**config.mk**
```make
export PLATFORM = sky130hd
export DESIGN_NAME = nal_unit_start_code_splitter
export DESIGN_NICKNAME = d
export VERILOG_FILES = /design/src/nalsc_pkg.sv /design/src/nalsc_front.sv /design/src/nalsc_queue.sv /design/src/nalsc_back.sv /design/src/nal_unit_start_code_splitter.sv
export SDC_FILE = /design/constraint.sdc
export NUM_CORES = 1
export LEC_CHECK = 0
export BUFFER_PORTS_ARGS = -buffer_cell sky130_fd_sc_hd__buf_2
export CAP_MARGIN = 20
export CELL_PAD_IN_SITES_DETAIL_PLACEMENT = 0
export CELL_PAD_IN_SITES_GLOBAL_PLACEMENT = 1
export CORE_MARGIN = 8
export CORE_UTILIZATION = 52
export CTS_CLUSTER_SIZE = 10
export DETAILED_ROUTE_END_ITERATION = 12
export PLACE_DENSITY = 0.82
export RECOVER_POWER = 50
export SYNTH_ARGS = -nofsm -noshare
export SYNTH_HDL_FRONTEND = slang
export SYNTH_SLANG_ARGS = --single-unit
export TNS_END_PERCENT = 5
```
**constraint.sdc**
```tcl
create_clock -name clock -period 8.9 [get_ports clock]
set_clock_uncertainty 0.2 [all_clocks]
set_input_delay 0.89 -clock clock [delete_from_list [all_inputs] [get_ports clock]]
set_output_delay 0.89 -clock clock [all_outputs]
set_load 0.005 [all_outputs]
```
**src/nalsc_pkg.sv**
```systemverilog
// Package for the NAL unit start-code splitter.
// Holds the field widths, constants and payload types used by every module.
package nalsc_pkg;

   localparam int MAX_BUFFER_BYTES_DEFAULT = 1048576;
   localparam int QUEUE_DEPTH_DEFAULT      = 4;

   localparam int BYTE_W      = 8;
   localparam int OFFSET_W    = 20;
   localparam int SIZE_W      = 21;
   localparam int CODE_LEN_W  = 3;
   localparam int TYPE_W      = 5;
   localparam int COUNT_W     = 8;

   localparam logic [COUNT_W-1:0]    MAX_UNITS_RESET = 8'd100;
   localparam logic [CODE_LEN_W-1:0] CODE_LEN_SHORT  = 3'd3;
   localparam logic [CODE_LEN_W-1:0] CODE_LEN_LONG   = 3'd4;
   localparam logic [BYTE_W-1:0]     START_BYTE      = 8'h01;
   localparam logic [BYTE_W-1:0]     ZERO_BYTE       = 8'h00;

   typedef struct packed {
      logic [BYTE_W-1:0] byte_value;
      logic              last_byte;
   } req_type;

   typedef struct packed {
      logic                  unit_valid;
      logic [OFFSET_W-1:0]   unit_offset;
      logic [SIZE_W-1:0]     unit_size;
      logic [CODE_LEN_W-1:0] start_code_len;
      logic [TYPE_W-1:0]     unit_type;
      logic [SIZE_W-1:0]     payload_len;
      logic [COUNT_W-1:0]    unit_number;
      logic                  last_of_buffer;
   } rsp_type;

   typedef struct packed {
      logic                  unit_valid;
      logic [OFFSET_W-1:0]   unit_offset;
      logic [SIZE_W-1:0]     unit_size;
      logic [CODE_LEN_W-1:0] start_code_len;
      logic [TYPE_W-1:0]     unit_type;
      logic [COUNT_W-1:0]    unit_number;
      logic                  last_of_buffer;
   } rec_type;

   typedef struct packed {
      logic [1:0] rec_count;
      rec_type    rec0;
      rec_type    rec1;
   } entry_type;

endpackage

```
**src/nalsc_front.sv**
```systemverilog
// Front end of the start-code splitter: byte scan, start-code detection, unit bookkeeping.
// Builds up to two records per byte into one queue entry. Depends on nalsc_pkg.
module nalsc_front #(
   parameter int MAX_BUFFER_BYTES = nalsc_pkg::MAX_BUFFER_BYTES_DEFAULT
) (
   input  logic                               clock,
   input  logic                               reset,
   input  logic                               accept,
   input  nalsc_pkg::req_type                 req_data,
   input  logic                               csr_wr_en,
   input  logic [nalsc_pkg::COUNT_W-1:0]      csr_wr_data,
   output logic                               push,
   output nalsc_pkg::entry_type               push_entry
);

   localparam int POS_W = $clog2(MAX_BUFFER_BYTES);
   localparam int OW    = nalsc_pkg::OFFSET_W;
   localparam int SW    = nalsc_pkg::SIZE_W;
   localparam int CW    = nalsc_pkg::COUNT_W;
   localparam int TW    = nalsc_pkg::TYPE_W;
   localparam int LW    = nalsc_pkg::CODE_LEN_W;
   localparam logic [POS_W-1:0] POS_LIMIT = POS_W'(MAX_BUFFER_BYTES - 1);

   logic [1:0]       zero_run_ff, zero_run_in;
   logic [POS_W-1:0] pos_ff, pos_in;
   logic [POS_W-1:0] open_off_ff, open_off_in;
   logic [LW-1:0]    open_clen_ff, open_clen_in;
   logic [TW-1:0]    open_type_ff, open_type_in;
   logic             type_pending_ff, type_pending_in;
   logic             unit_open_ff, unit_open_in;
   logic [CW-1:0]    units_found_ff, units_found_in;
   logic [CW-1:0]    max_units_ff, max_units_in;

   logic [TW-1:0]    type_now;
   logic             detect;
   logic [LW-1:0]    clen_new;
   logic [POS_W-1:0] code_back;
   logic [POS_W-1:0] new_off;
   logic [POS_W:0]   size_a;
   logic [POS_W-1:0] off_after;
   logic [LW-1:0]    clen_after;
   logic [TW-1:0]    type_after;
   logic             open_after;
   logic [CW-1:0]    found_after;
   logic [POS_W:0]   end_pos;
   logic [POS_W:0]   size_b;
   logic [POS_W+OW-1:0] off_a_wide, off_b_wide;
   logic [POS_W+SW:0]   size_a_wide, size_b_wide;
   nalsc_pkg::rec_type  rec_a, rec_b;

   always_comb begin
      type_now  = type_pending_ff ? req_data.byte_value[TW-1:0] : open_type_ff;
      detect    = (req_data.byte_value == nalsc_pkg::START_BYTE) && (zero_run_ff >= 2'd2)
                  && (units_found_ff < max_units_ff);
      clen_new  = (zero_run_ff == 2'd3) ? nalsc_pkg::CODE_LEN_LONG : nalsc_pkg::CODE_LEN_SHORT;
      code_back = (zero_run_ff == 2'd3) ? POS_W'(3) : POS_W'(2);
      new_off   = (pos_ff >= code_back) ? (pos_ff - code_back) : '0;
      size_a    = (new_off > open_off_ff) ? {1'b0, new_off - open_off_ff} : '0;

      off_after   = detect ? new_off : open_off_ff;
      clen_after  = detect ? clen_new : open_clen_ff;
      type_after  = detect ? '0 : type_now;
      open_after  = detect | unit_open_ff;
      found_after = detect ? (units_found_ff + CW'(1)) : units_found_ff;

      end_pos = {1'b0, pos_ff} + (POS_W+1)'(1);
      size_b  = (end_pos > {1'b0, off_after}) ? (end_pos - {1'b0, off_after}) : '0;

      off_a_wide  = {{OW{1'b0}}, open_off_ff};
      off_b_wide  = {{OW{1'b0}}, off_after};
      size_a_wide = {{SW{1'b0}}, size_a};
      size_b_wide = {{SW{1'b0}}, size_b};

      rec_a.unit_valid     = 1'b1;
      rec_a.unit_offset    = off_a_wide[OW-1:0];
      rec_a.unit_size      = size_a_wide[SW-1:0];
      rec_a.start_code_len = open_clen_ff;
      rec_a.unit_type      = type_now;
      rec_a.unit_number    = units_found_ff - CW'(1);
      rec_a.last_of_buffer = 1'b0;

      if (open_after) begin
         rec_b.unit_valid     = 1'b1;
         rec_b.unit_offset    = off_b_wide[OW-1:0];
         rec_b.unit_size      = size_b_wide[SW-1:0];
         rec_b.start_code_len = clen_after;
         rec_b.unit_type      = type_after;
         rec_b.unit_number    = found_after - CW'(1);
      end else begin
         rec_b.unit_valid     = 1'b0;
         rec_b.unit_offset    = '0;
         rec_b.unit_size      = '0;
         rec_b.start_code_len = '0;
         rec_b.unit_type      = '0;
         rec_b.unit_number    = '0;
      end
      rec_b.last_of_buffer = 1'b1;

      if (detect && unit_open_ff) begin
         push_entry.rec_count = req_data.last_byte ? 2'd2 : 2'd1;
         push_entry.rec0      = rec_a;
         push_entry.rec1      = rec_b;
      end else begin
         push_entry.rec_count = req_data.last_byte ? 2'd1 : 2'd0;
         push_entry.rec0      = rec_b;
         push_entry.rec1      = rec_b;
      end
      push = accept && (push_entry.rec_count != 2'd0);

      zero_run_in     = zero_run_ff;
      pos_in          = pos_ff;
      open_off_in     = open_off_ff;
      open_clen_in    = open_clen_ff;
      open_type_in    = open_type_ff;
      type_pending_in = type_pending_ff;
      unit_open_in    = unit_open_ff;
      units_found_in  = units_found_ff;
      max_units_in    = csr_wr_en ? csr_wr_data : max_units_ff;

      if (accept) begin
         if (req_data.last_byte) begin
            zero_run_in     = '0;
            pos_in          = '0;
            open_off_in     = '0;
            open_clen_in    = '0;
            open_type_in    = '0;
            type_pending_in = 1'b0;
            unit_open_in    = 1'b0;
            units_found_in  = '0;
         end else begin
            if (req_data.byte_value == nalsc_pkg::ZERO_BYTE) begin
               zero_run_in = (zero_run_ff == 2'd3) ? zero_run_ff : zero_run_ff + 2'd1;
            end else begin
               zero_run_in = '0;
            end
            pos_in          = (pos_ff < POS_LIMIT) ? pos_ff + POS_W'(1) : pos_ff;
            open_off_in     = off_after;
            open_clen_in    = clen_after;
            open_type_in    = type_after;
            type_pending_in = detect;
            unit_open_in    = open_after;
            units_found_in  = found_after;
         end
      end
   end

   always_ff @(posedge clock) begin
      if (reset) begin
         zero_run_ff     <= '0;
         pos_ff          <= '0;
         open_off_ff     <= '0;
         open_clen_ff    <= '0;
         open_type_ff    <= '0;
         type_pending_ff <= 1'b0;
         unit_open_ff    <= 1'b0;
         units_found_ff  <= '0;
         max_units_ff    <= nalsc_pkg::MAX_UNITS_RESET;
      end else begin
         zero_run_ff     <= zero_run_in;
         pos_ff          <= pos_in;
         open_off_ff     <= open_off_in;
         open_clen_ff    <= open_clen_in;
         open_type_ff    <= open_type_in;
         type_pending_ff <= type_pending_in;
         unit_open_ff    <= unit_open_in;
         units_found_ff  <= units_found_in;
         max_units_ff    <= max_units_in;
      end
   end

endmodule

```
**src/nalsc_queue.sv**
```systemverilog
// Record queue between the front end and the back end of the start-code splitter.
// Circular buffer of entries; depth must be a power of two. Depends on nalsc_pkg.
module nalsc_queue #(
   parameter int QUEUE_DEPTH = nalsc_pkg::QUEUE_DEPTH_DEFAULT
) (
   input  logic                 clock,
   input  logic                 reset,
   input  logic                 push,
   input  nalsc_pkg::entry_type push_entry,
   input  logic                 pop,
   output logic                 full,
   output logic                 not_empty,
   output nalsc_pkg::entry_type head
);

   localparam int PTR_W = $clog2(QUEUE_DEPTH);

   nalsc_pkg::entry_type mem_ff [QUEUE_DEPTH];
   logic [PTR_W-1:0] wr_ptr_ff, wr_ptr_in;
   logic [PTR_W-1:0] rd_ptr_ff, rd_ptr_in;
   logic [PTR_W:0]   count_ff, count_in;

   always_comb begin
      full      = (count_ff == (PTR_W+1)'(QUEUE_DEPTH));
      not_empty = (count_ff != '0);
      head      = mem_ff[rd_ptr_ff];
      wr_ptr_in = push ? wr_ptr_ff + PTR_W'(1) : wr_ptr_ff;
      rd_ptr_in = pop ? rd_ptr_ff + PTR_W'(1) : rd_ptr_ff;
      count_in  = count_ff + (PTR_W+1)'(push) - (PTR_W+1)'(pop);
   end

   always_ff @(posedge clock) begin
      if (push) begin
         mem_ff[wr_ptr_ff] <= push_entry;
      end
   end

   always_ff @(posedge clock) begin
      if (reset) begin
         wr_ptr_ff <= '0;
         rd_ptr_ff <= '0;
         count_ff  <= '0;
      end else begin
         wr_ptr_ff <= wr_ptr_in;
         rd_ptr_ff <= rd_ptr_in;
         count_ff  <= count_in;
      end
   end

endmodule

```
**src/nalsc_back.sv**
```systemverilog
// Back end of the start-code splitter: unpacks queue entries into single records.
// Derives the payload length and drives the result output register. Depends on nalsc_pkg.
module nalsc_back (
   input  logic                 clock,
   input  logic                 reset,
   input  logic                 not_empty,
   input  nalsc_pkg::entry_type head,
   output logic                 pop,
   input  logic                 rsp_stall,
   output logic                 rsp_valid,
   output nalsc_pkg::rsp_type   rsp_data
);

   logic               sel_ff, sel_in;
   logic               valid_ff, valid_in;
   nalsc_pkg::rsp_type data_ff, data_in;
   nalsc_pkg::rec_type rec;
   logic               load;
   logic               entry_done;
   logic [nalsc_pkg::SIZE_W-1:0] clen_ext;

   always_comb begin
      rec        = sel_ff ? head.rec1 : head.rec0;
      load       = not_empty && (!valid_ff || !rsp_stall);
      entry_done = sel_ff || (head.rec_count == 2'd1);
      pop        = load && entry_done;
      clen_ext   = {{(nalsc_pkg::SIZE_W-nalsc_pkg::CODE_LEN_W){1'b0}}, rec.start_code_len};

      sel_in = sel_ff;
      if (load) begin
         sel_in = !entry_done;
      end

      valid_in = valid_ff;
      data_in  = data_ff;
      if (load) begin
         valid_in               = 1'b1;
         data_in.unit_valid     = rec.unit_valid;
         data_in.unit_offset    = rec.unit_offset;
         data_in.unit_size      = rec.unit_size;
         data_in.start_code_len = rec.start_code_len;
         data_in.unit_type      = rec.unit_type;
         data_in.payload_len    = (rec.unit_size > clen_ext) ? rec.unit_size - clen_ext : '0;
         data_in.unit_number    = rec.unit_number;
         data_in.last_of_buffer = rec.last_of_buffer;
      end else if (!rsp_stall) begin
         valid_in = 1'b0;
      end

      rsp_valid = valid_ff;
      rsp_data  = data_ff;
   end

   always_ff @(posedge clock) begin
      if (reset) begin
         sel_ff   <= 1'b0;
         valid_ff <= 1'b0;
      end else begin
         sel_ff   <= sel_in;
         valid_ff <= valid_in;
      end
   end

   always_ff @(posedge clock) begin
      data_ff <= data_in;
   end

endmodule

```
**src/nal_unit_start_code_splitter.sv**
```systemverilog
// Top level of the H.264 Annex B start-code splitter.
// Instantiates nalsc_front, nalsc_queue and nalsc_back; depends on nalsc_pkg.
//
// Scans an Annex B buffer one byte per clock on the req_ channel and emits one
// record per NAL unit on the rsp_ channel: offset, size, start-code length,
// type, payload length and unit index. A unit's record leaves once the next
// start code completes or on the buffer's last byte; a start code on the last
// byte while a unit is open gives two records, and a buffer with no start code
// gives one record with unit_valid low. Bytes are taken every clock while the
// record queue (QUEUE_DEPTH entries, each holding the records of one byte) has
// room; the result port moves one record per clock, so req_stall rises only
// when the consumer holds rsp_stall or two-record bytes arrive faster than the
// back end can unpack them. max_units may be written through csr_ only while
// the block is idle; it resets to 100.
module nal_unit_start_code_splitter #(
   parameter int MAX_BUFFER_BYTES = nalsc_pkg::MAX_BUFFER_BYTES_DEFAULT,
   parameter int QUEUE_DEPTH      = nalsc_pkg::QUEUE_DEPTH_DEFAULT
) (
   input  logic                          clock,
   input  logic                          reset,
   input  logic                          req_valid,
   output logic                          req_stall,
   input  nalsc_pkg::req_type            req_data,
   output logic                          rsp_valid,
   input  logic                          rsp_stall,
   output nalsc_pkg::rsp_type            rsp_data,
   input  logic                          csr_wr_en,
   input  logic [nalsc_pkg::COUNT_W-1:0] csr_wr_data
);

   logic                 accept;
   logic                 push;
   logic                 pop;
   logic                 full;
   logic                 not_empty;
   nalsc_pkg::entry_type push_entry;
   nalsc_pkg::entry_type head;

   assign req_stall = full;
   assign accept    = req_valid && !full;

   nalsc_front #(
      .MAX_BUFFER_BYTES(MAX_BUFFER_BYTES)
   ) u_front (
      .clock      (clock),
      .reset      (reset),
      .accept     (accept),
      .req_data   (req_data),
      .csr_wr_en  (csr_wr_en),
      .csr_wr_data(csr_wr_data),
      .push       (push),
      .push_entry (push_entry)
   );

   nalsc_queue #(
      .QUEUE_DEPTH(QUEUE_DEPTH)
   ) u_queue (
      .clock     (clock),
      .reset     (reset),
      .push      (push),
      .push_entry(push_entry),
      .pop       (pop),
      .full      (full),
      .not_empty (not_empty),
      .head      (head)
   );

   nalsc_back u_back (
      .clock    (clock),
      .reset    (reset),
      .not_empty(not_empty),
      .head     (head),
      .pop      (pop),
      .rsp_stall(rsp_stall),
      .rsp_valid(rsp_valid),
      .rsp_data (rsp_data)
   );

endmodule
```
# Word level (Yosys, flattened, before mapping)
# Memory sizes are Yosys's and may differ from the RTL's. A register that Yosys moved wholly into a read port is not among the register bits.
# Index checks and enable logic that the tools add are counted.
# W data, S select, Z words.
dict set report word_totals {
  input_bits 22
  reg_bits 157
  mem_bits_rw 480
  out_inout_bits 82
  n_memories 1
  word_cells 102
}
# memory words width read_ports rd_clocked_by_memory_dff write_ports line_no
set mem_list {}
lappend mem_list {u_queue.mem_ff 4 120 1 1 1 nalsc_queue.sv:18} ;# nalsc_pkg::entry_type mem_ff [QUEUE_DEPTH];
dict set report op_classes {
  n_bitwise 1
  n_addsub 14
  n_lt_le_gt_ge 7
  eq_ne 6
  n_reduce_logical 19
  muxes 32
}
# op n
set ops {}
lappend ops {{$mux W120} 1}
lappend ops {{$mux W20} 6}
lappend ops {{$mux W59} 1}
lappend ops {{$mux W58} 1}
lappend ops {{$sub A20 B20 Y20} 2}
lappend ops {{$add A20 B1 Y21 const B} 1}
lappend ops {{$gt A21 B20 Y1} 1}
lappend ops {{$gt A21 B3 Y1} 1}
lappend ops {{$mux W21} 1}
lappend ops {{$sub A21 B20 Y21} 1}
lappend ops {{$sub A21 B3 Y21} 1}
lappend ops {{$add A20 B1 Y20 const B} 1}
lappend ops {{$ge A20 B20 Y1} 1}
lappend ops {{$gt A20 B20 Y1} 1}
lappend ops {{$lt A20 B20 Y1 const B} 1}
lappend ops {{$mux W8} 2}
lappend ops {{$sub A8 B1 Y8 const B} 2}
lappend ops {{$mux W5} 3}
lappend ops {{$mux W2} 6}
lappend ops {{$mux W3} 3}
lappend ops {{$add A8 B1 Y8 const B} 1}
lappend ops {{$eq A8 B1 Y1 const B} 1}
lappend ops {{$logic_not A8 Y1} 1}
lappend ops {{$lt A8 B8 Y1} 1}
lappend ops {{17 further kinds} 38}

# Depth between registers and ports, before layout
# Gate-level depths: netlist of the first run.
dict set report depth {
  depth_word 13
  mapped_depth 24
  depth_no_buf 22
}

# Hierarchy
# A second synthesis of the first run with hierarchy kept.
dict set report hier_totals {
  cells_unflattened 2029
  hier_area_um2 29201.8
}
# module seq_area_each_um2 area_per_inst_um2 n_inst cells_each
set modules_own_cells {}
lappend modules_own_cells {nalsc_queue 14594.0 17748.3 1 668}
lappend modules_own_cells {nalsc_front 1361.3 7410.9 1 1080}
lappend modules_own_cells {nalsc_back 2442.3 4028.9 1 280}
lappend modules_own_cells {nal_unit_start_code_splitter 0.0 13.8 1 1}

# Least setup slack after synthesis of the first run
# No wires, ideal clock.
dict set report synth_timing {
  path_type {input port to flip-flop}
  from {input rsp_stall}
  to {register u_queue.count_ff[2]}
  cell_stages 10
  n_path_buf 0
  arrival_ns 6.494
  setup_time_ns 0.128
  required_time_ns 8.572
  slack_ns 2.079
  path_cell_list {a21oi_1 > o21a_1 > ha_1 > inv_1 > ha_1 > inv_1 > fa_1 > xor2_1 > xnor2_1 > nor2_1}
}
dict set report synth_via {
  elab_chain_len 5
}
# element line_no
set synth_lines {}
lappend synth_lines {{from (decl)} nal_unit_start_code_splitter.sv:25} ;# input logic rsp_stall,
lappend synth_lines {{$logic_not A1 Y1} nalsc_back.sv:24} ;# load = not_empty && (!valid_ff || !rsp_stall);
lappend synth_lines {{$logic_or A1 B1 Y1} nalsc_back.sv:24}
lappend synth_lines {{$logic_and A1 B1 Y1} nalsc_back.sv:24}
lappend synth_lines {{$logic_and A1 B1 Y1} nalsc_back.sv:26} ;# pop = load && entry_done;
lappend synth_lines {{net pop} nal_unit_start_code_splitter.sv:33} ;# logic pop;
lappend synth_lines {{$sub A3 B1 Y3} nalsc_queue.sv:29} ;# count_in = count_ff + (PTR_W+1)'(push) - (PTR_W+1)'(pop);
lappend synth_lines {{to (signal assigned)} nalsc_queue.sv:46} ;# count_ff <= count_in;
lappend synth_lines {{to (decl)} nalsc_queue.sv:21} ;# logic [PTR_W:0] count_ff, count_in;
# The timed path passes the listed nets, and every way through them passes these cells.
# A chain may end at the register's enable or synchronous reset.

==> results.ini, run 1 <==
[floorplanning]
initial_core_util = 0.522
die_h_um = 251
rows = 86
fp.dieArea_mm2 = 0.0628
die_x_um = 251
ios = 104
coreArea_mm2 = 0.0548

[cells_and_area]
final_util = 0.581
fillers = 4187
final_nets = 2179
area_delta_synth_final_pct = 11.2
num_antenna_cells = 0
multiInputGateArea_mm2 = 0.00964
final-seq-area_mm2 = 0.0183
post-route-cell-area_mm2 = 0.0318
drive_above_1_share = 0.150

[cts]
cts_setup_buffers = 0
numCtsBuffers = 74
cts_max_level = 3
cts-hold-fix-buffers = 0
cts-resized-gates = 0
cts.sinks = 635
insertion_delay_ns = 0.60
cts_tree = yes
clk_pin_slew_worst_paths_ns = 0.06
cts_buffer_depth = 3
root_buffer = clkbuf_16

[synth]
netlist_instances = 1983
ys_types = 80
yosysSeqAreaShare = 0.639
synth_area_leaders = edfxtp_1 58%, mux4_2 8.6%, dfxtp_1 5.5%
avgSynthCellArea_um2 = 14.4
synth.most_common_cell = edfxtp_1
synth_common_cells = 556 x edfxtp_1, 196 x nor2_1, 111 x nand2_1
synthFlopType = edfxtp_1
synth_nets = 2075
synth_edf_count = 556
netlist.area_leader.share = 0.583
netlist_area_mm2 = 0.0286
synth_area_leader_cell = edfxtp_1
yosysWarningCount = 0
synthArstFlopShare = 0
ys_seq_elements = 635

[placement]
post-dp-hpwl_um = 43700
place.gp.congestion = 0.887
place_area_mm2 = 0.0298
io_buffers = 103

[timing]
finalSetupViolCount = 0
finalCritPeriodShare = 0.882
relSlewSlack = -1.79
worstMarginPinSlew_ns = 4.18
tns_ns = 0
clock.fmax_mhz = 127
drv_slew = 449
hold_viol = 0
grt_setup_unrepaired = no
fin_hold_ws_ns = 0.276
layout_min_cycle_time_ns = 7.85

[worst_setup_path]
worstSetupPathType = flop to flop
r2r_slack_ns = 1.05
crit_required_ns = 8.97
crit_path_start_kind = flop
crit_path_top_delay_cell = clkbuf_1
cp_top_family = compound AO/OA/AOI/OAI gates
timing.critical_path.buf_inv = 3
worstPathCellList = ha_1 > o21ai_0 > a31oi_1 > o31ai_1 > clkbuf_1 > nand2_1 > clkbuf_1 > a21boi_0 > ha_1 > inv_1 > o21bai_1 > a21o_1 > a21oi_1 > o41a_1 > a21oi_1 > a2111oi_0 > a311o_1 > o22ai_1
cp.arrival_ns = 7.92
path_max_fanout = 33
crit_path_end_kind = flop
slowest_delay_ns = 1.46

[run_status]
violations = max-capacitance violations, max-slew violations
status = complete, but fails checks

[route]
vias_per_cell = 5.99
drtIter0Drc = 1414
drt_first_pass_iters = 7
wl_per_cell_um = 23.5
routed_wirelength_um = 66600
drc = 0
final_antenna_net_count = 0
vias = 17000

[run]
max_cap_violations = 10

[pwr]
total_power_w = 0.00842
vdd_drop_max_uv = 209
power_density_mw_per_mm2 = 265
p_leak_nw = 11.0

[global_routing]
grt_overflow = 0
grt_antenna_before_repair = 0
grt_pass1_wl_um = 103000
grt_pass1_vias = 17400
grt_start_max_net_pins = 77
grtUsageTotal = 0.211

[min_path]
min_path_type = flop to flop

==> power by group <==
part	switching, W	leakage (nW)	internal, W
Clock	0.00112	1.01	0.00157
Sequential	0.000164	6.01	0.00369
Combinational	0.00105	3.99	0.000831
Total	0.00233	11.0	0.00609
==> layer usage <==
layer  routed length (µm)  vias to the layer above  track usage
met4                 2050                        0       0.0791
met2                33300                      455        0.355
met3                 3050                      119       0.0291
met5                    0                        -            0
met1                28200                     8648        0.278
li1                     -                     7762            -
==> path summary, 6_finish.rpt <==
| path | startpoint | to | depth (start not counted) |
|---|---|---|---|
| setup reg to reg | u_front.units_found_ff[2] | u_queue.mem_ff[1][78] | 18 |
| hold reg to reg | u_front.open_clen_ff[0] | u_front.open_clen_ff[0] | 2 |
| hold / removal | u_front.open_clen_ff[0] | u_front.open_clen_ff[0] | 2 |
| setup / recovery | u_front.units_found_ff[2] | u_queue.mem_ff[1][78] | 18 |
==> area by class of cell <==
class                   count  area share
flip-flops and latches    635       0.575
well taps                 704      0.0277
clock inverters             9     0.00236
inverters                  74     0.00873
clock buffers             113      0.0638
repair buffers            131      0.0198
multi-input cells        1171       0.303
==> state kept, by name, summed over array words and instances, names as in the netlist, named ones only <==
| name | cells |
|---|---|
| u_front.zero_run_ff | 2 |
| u_front.max_units_ff | 8 |
| u_front.open_clen_ff | 3 |
| u_queue.rd_ptr_ff | 2 |
| u_front.open_type_ff | 5 |
| u_front.type_pending_ff | 1 |
| u_back.sel_ff | 1 |
| u_queue.count_ff | 3 |
| u_front.units_found_ff | 8 |
| u_back.rsp_valid | 1 |
| u_front.open_off_ff | 20 |
| u_queue.wr_ptr_ff | 2 |
| u_front.unit_open_ff | 1 |
| u_back.rsp_data | 80 |
| u_queue.mem_ff | 476 |
| u_front.pos_ff | 20 |
==> kinds of logic after synthesis <==
logic type,after synthesis,share of synthesized area
AO/OA/AOI/OAI,310,0.0699
XOR/XNOR,101,0.0309
adder cells (fa/ha/maj),70,0.0317
buffers and inverters,177,0.0244
flip-flops,635,0.639
multiplexers,189,0.121
AND/OR/NAND/NOR,501,0.0838
==> cell usage in the layout (no fill, tap or decap), types with 13 or more instances in the layout <==
cell type and instances:
edfxtp_1 556, nor2_1 196, nand2_1 111, mux4_2 109, clkbuf_1 99, a21oi_1 97, dfxtp_1 77, clkbuf_16 75
inv_1 74, ha_1 66, xnor2_1 60, o21ai_0 53, buf_2 48, xor2_1 41, mux2_2 28, a21o_1 27
nor3_1 25, nand3_1 25, mux2_1 23, a22oi_1 22, mux2i_1 21, o22ai_1 20, buf_4 19, a21boi_0 18
nor2b_1 16, or3_1 15, nand4_1 13, and2_0 13
==> stage by stage <==
stage	std cells	worst slack, ns
finish	2837	1.05
global route	2837	0.653
CTS	2836	1.31
detailed placement	2714	1.36
global placement	2714	1.66
floorplan	1983	2.08
==> worst register-to-register path: stages, from the launching register on <==
cell and delay, ns:
dfxtp_1 0.67, ha_1 0.20, o21ai_0 0.08, a31oi_1 0.20
o31ai_1 0.10, clkbuf_1 0.24, nand2_1 0.14, clkbuf_1 1.46
a21boi_0 0.52, ha_1 0.49, inv_1 0.07, o21bai_1 0.10
a21o_1 0.20, a21oi_1 0.32, o41a_1 0.40, a21oi_1 0.19
a2111oi_0 0.67, a311o_1 0.93, o22ai_1 0.36
(Power assumes the default switching activity.)
==> inputs of run 2 (changes only) <==
Settings changed: CAP_MARGIN 20 to 10, CORE_UTILIZATION 52 to 47, PLACE_DENSITY 0.82 to 0.79.
Clock period 8.9 ns to 6.8 ns, I/O delays scaled along.
==> results.ini, run 2 (synthesized netlist as in run 1, its figures left out) <==
[timing]
clock.fmax_mhz = 159  ; +25%
drv_slew = 335  ; -25%
tns_ns = 0  ; unchanged
fin_hold_ws_ns = 0.128  ; -0.148 ns
finalCritPeriodShare = 0.925  ; +0.0433
grt_setup_unrepaired = no
finalSetupViolCount = 0  ; unchanged
hold_viol = 0  ; unchanged
relSlewSlack = -1.62  ; +0.165
worstMarginPinSlew_ns = 3.94  ; -0.247 ns
layout_min_cycle_time_ns = 6.29  ; -1.56 ns

[placement]
post-dp-hpwl_um = 42900  ; -1.7%
io_buffers = 103  ; unchanged
place.gp.congestion = 0.902  ; +1.6%

[worst_setup_path]
crit_required_ns = 6.83  ; -2.14 ns
crit_path_start = u_front.units_found_ff[5]
crit_path_start_kind = flop
cp_top_family = simple AND/OR/NAND/NOR gates
slowest_delay_ns = 1.84  ; +0.38 ns
timing.critical_path.buf_inv = 1  ; -2
crit_path_frequent_cell = nor2_1
cp.arrival_ns = 6.32  ; -1.60 ns
worstSetupPathType = flop to flop
crit_path_end_kind = flop
r2r-start = u_front.units_found_ff[5]
crit_path_top_delay_cell = and2_0
worstPathCellList = ha_1 > a211oi_1 > nor2_1 > or3_1 > nor2_1 > nand2_1 > ha_1 > nor2_1 > and2_0 > buf_4
path_max_fanout = 31  ; -6.1%

[run_status]
status = complete, but fails checks
violations = max-capacitance violations, max-slew violations

[floorplanning]
coreArea_mm2 = 0.0602  ; +10%
rows = 90  ; +4.7%
ios = 104  ; unchanged
die_x_um = 263  ; +4.9%
initial_core_util = 0.475  ; -0.0475
die_h_um = 263  ; +4.9%
fp.dieArea_mm2 = 0.0690  ; +9.9%

[cts]
cts_buffer_depth = 3  ; unchanged
cts_tree = yes
clk_pin_slew_worst_paths_ns = 0.05  ; about the same
cts.sinks = 635  ; unchanged
cts-hold-fix-buffers = 0  ; unchanged
insertion_delay_ns = 0.61  ; about the same
root_buffer = clkbuf_16
numCtsBuffers = 74  ; unchanged
cts_max_level = 3  ; unchanged

[route]
wl_per_cell_um = 22.3  ; -4.9%
drt_first_pass_iters = 6  ; -1
final_antenna_net_count = 0  ; unchanged
vias = 16800  ; -0.95%
drc = 0  ; unchanged
drtIter0Drc = 1276  ; -9.8%
vias_per_cell = 5.76  ; -3.9%
routed_wirelength_um = 65300  ; -2.0%

[cells_and_area]
area_delta_synth_final_pct = 12.0
final_nets = 2187  ; +0.37%
final_cell_mix = 556 x edfxtp_1, 196 x nor2_1, 113 x clkbuf_1
regMostFlops = u_queue.mem_ff
drive_above_1_share = 0.149  ; -0.000958
final_common_cell = edfxtp_1
largest_reg_flops = 476  ; unchanged
final_util = 0.532  ; -0.0489

[global_routing]
grt_overflow = 0  ; unchanged
grt_antenna_before_repair = 0  ; unchanged
grt_pass1_vias = 17400  ; -0.023%
grtUsageTotal = 0.187  ; -0.0239
grt_start_max_net_pins = 77  ; unchanged
grt_pass1_wl_um = 102000  ; -1.3%

[pwr]
total_power_w = 0.0110  ; +31%
p_leak_nw = 11.0  ; +0.25%
vdd_drop_max_uv = 253  ; +21%
power_density_mw_per_mm2 = 344  ; +30%

[run]
max_cap_violations = 7  ; -3

[min_path]
min_from = csr_wr_data[2]
min_path_type = input port to flop

==> run 2: layout make-up <==
class                           instances  area, µm²
Sequential cell                       635      18300
Tap cell                              782        978
Fill cell                            4860      28200
Antenna cell                            1       2.50
Timing Repair Buffer                  139        716
Clock inverter                          9        138
Multi-Input combinational cell       1171       9640
Inverter                               74        278
Clock buffer                          112       2020
==> run 2: metal layers <==
layer	track usage	wire length, µm	up-vias
li1	-	-	7780
met1	0.225	26700	8489
met2	0.334	33800	419
met3	0.0276	2590	135
met4	0.0780	2250	0
met5	0	0	-
==> run 2: timing repair <==
action | in CTS | in global routing
buffers inserted | 0 | 0
endpoints found under the setup margin | 0 | 164
resized for setup | 0 | 1
==> run 2: path summary, 6_finish.rpt <==
| path | endpoint | slack [ns] | cells after the start |
|---|---|---|---|
| setup / recovery | u_queue.mem_ff[2][30] | 0.51 | 10 |
| hold / removal | u_front.max_units_ff[2] | 0.13 | 3 |
| setup reg to reg | u_queue.mem_ff[2][30] | 0.51 | 10 |
| hold reg to reg | u_front.open_clen_ff[1] | 0.28 | 2 |
==> run 2: power by group <==
part | switching [W] | internal, W
Combinational | 0.00130 | 0.00110
Clock | 0.00145 | 0.00211
Sequential | 0.000241 | 0.00481
Total | 0.00299 | 0.00803
==> run 2: through the flow <==
step,cells,setup slack [ns],instance area [µm²]
3_3_place_gp,2801,0.619,30100
4_1_cts,2922,0.434,32200
5_1_grt,2922,0.0374,32100
2_1_floorplan,1983,0.189,28600
6_report,2923,0.507,32100
3_5_place_dp,2801,0.494,30100
==> run 2: worst min-delay path: cells and delay by family <==
kind / cells / cell delay, ns
buf+inv: 1 / 0.09
simple gates: 1 / 0.05
compound gates: 1 / 0.07
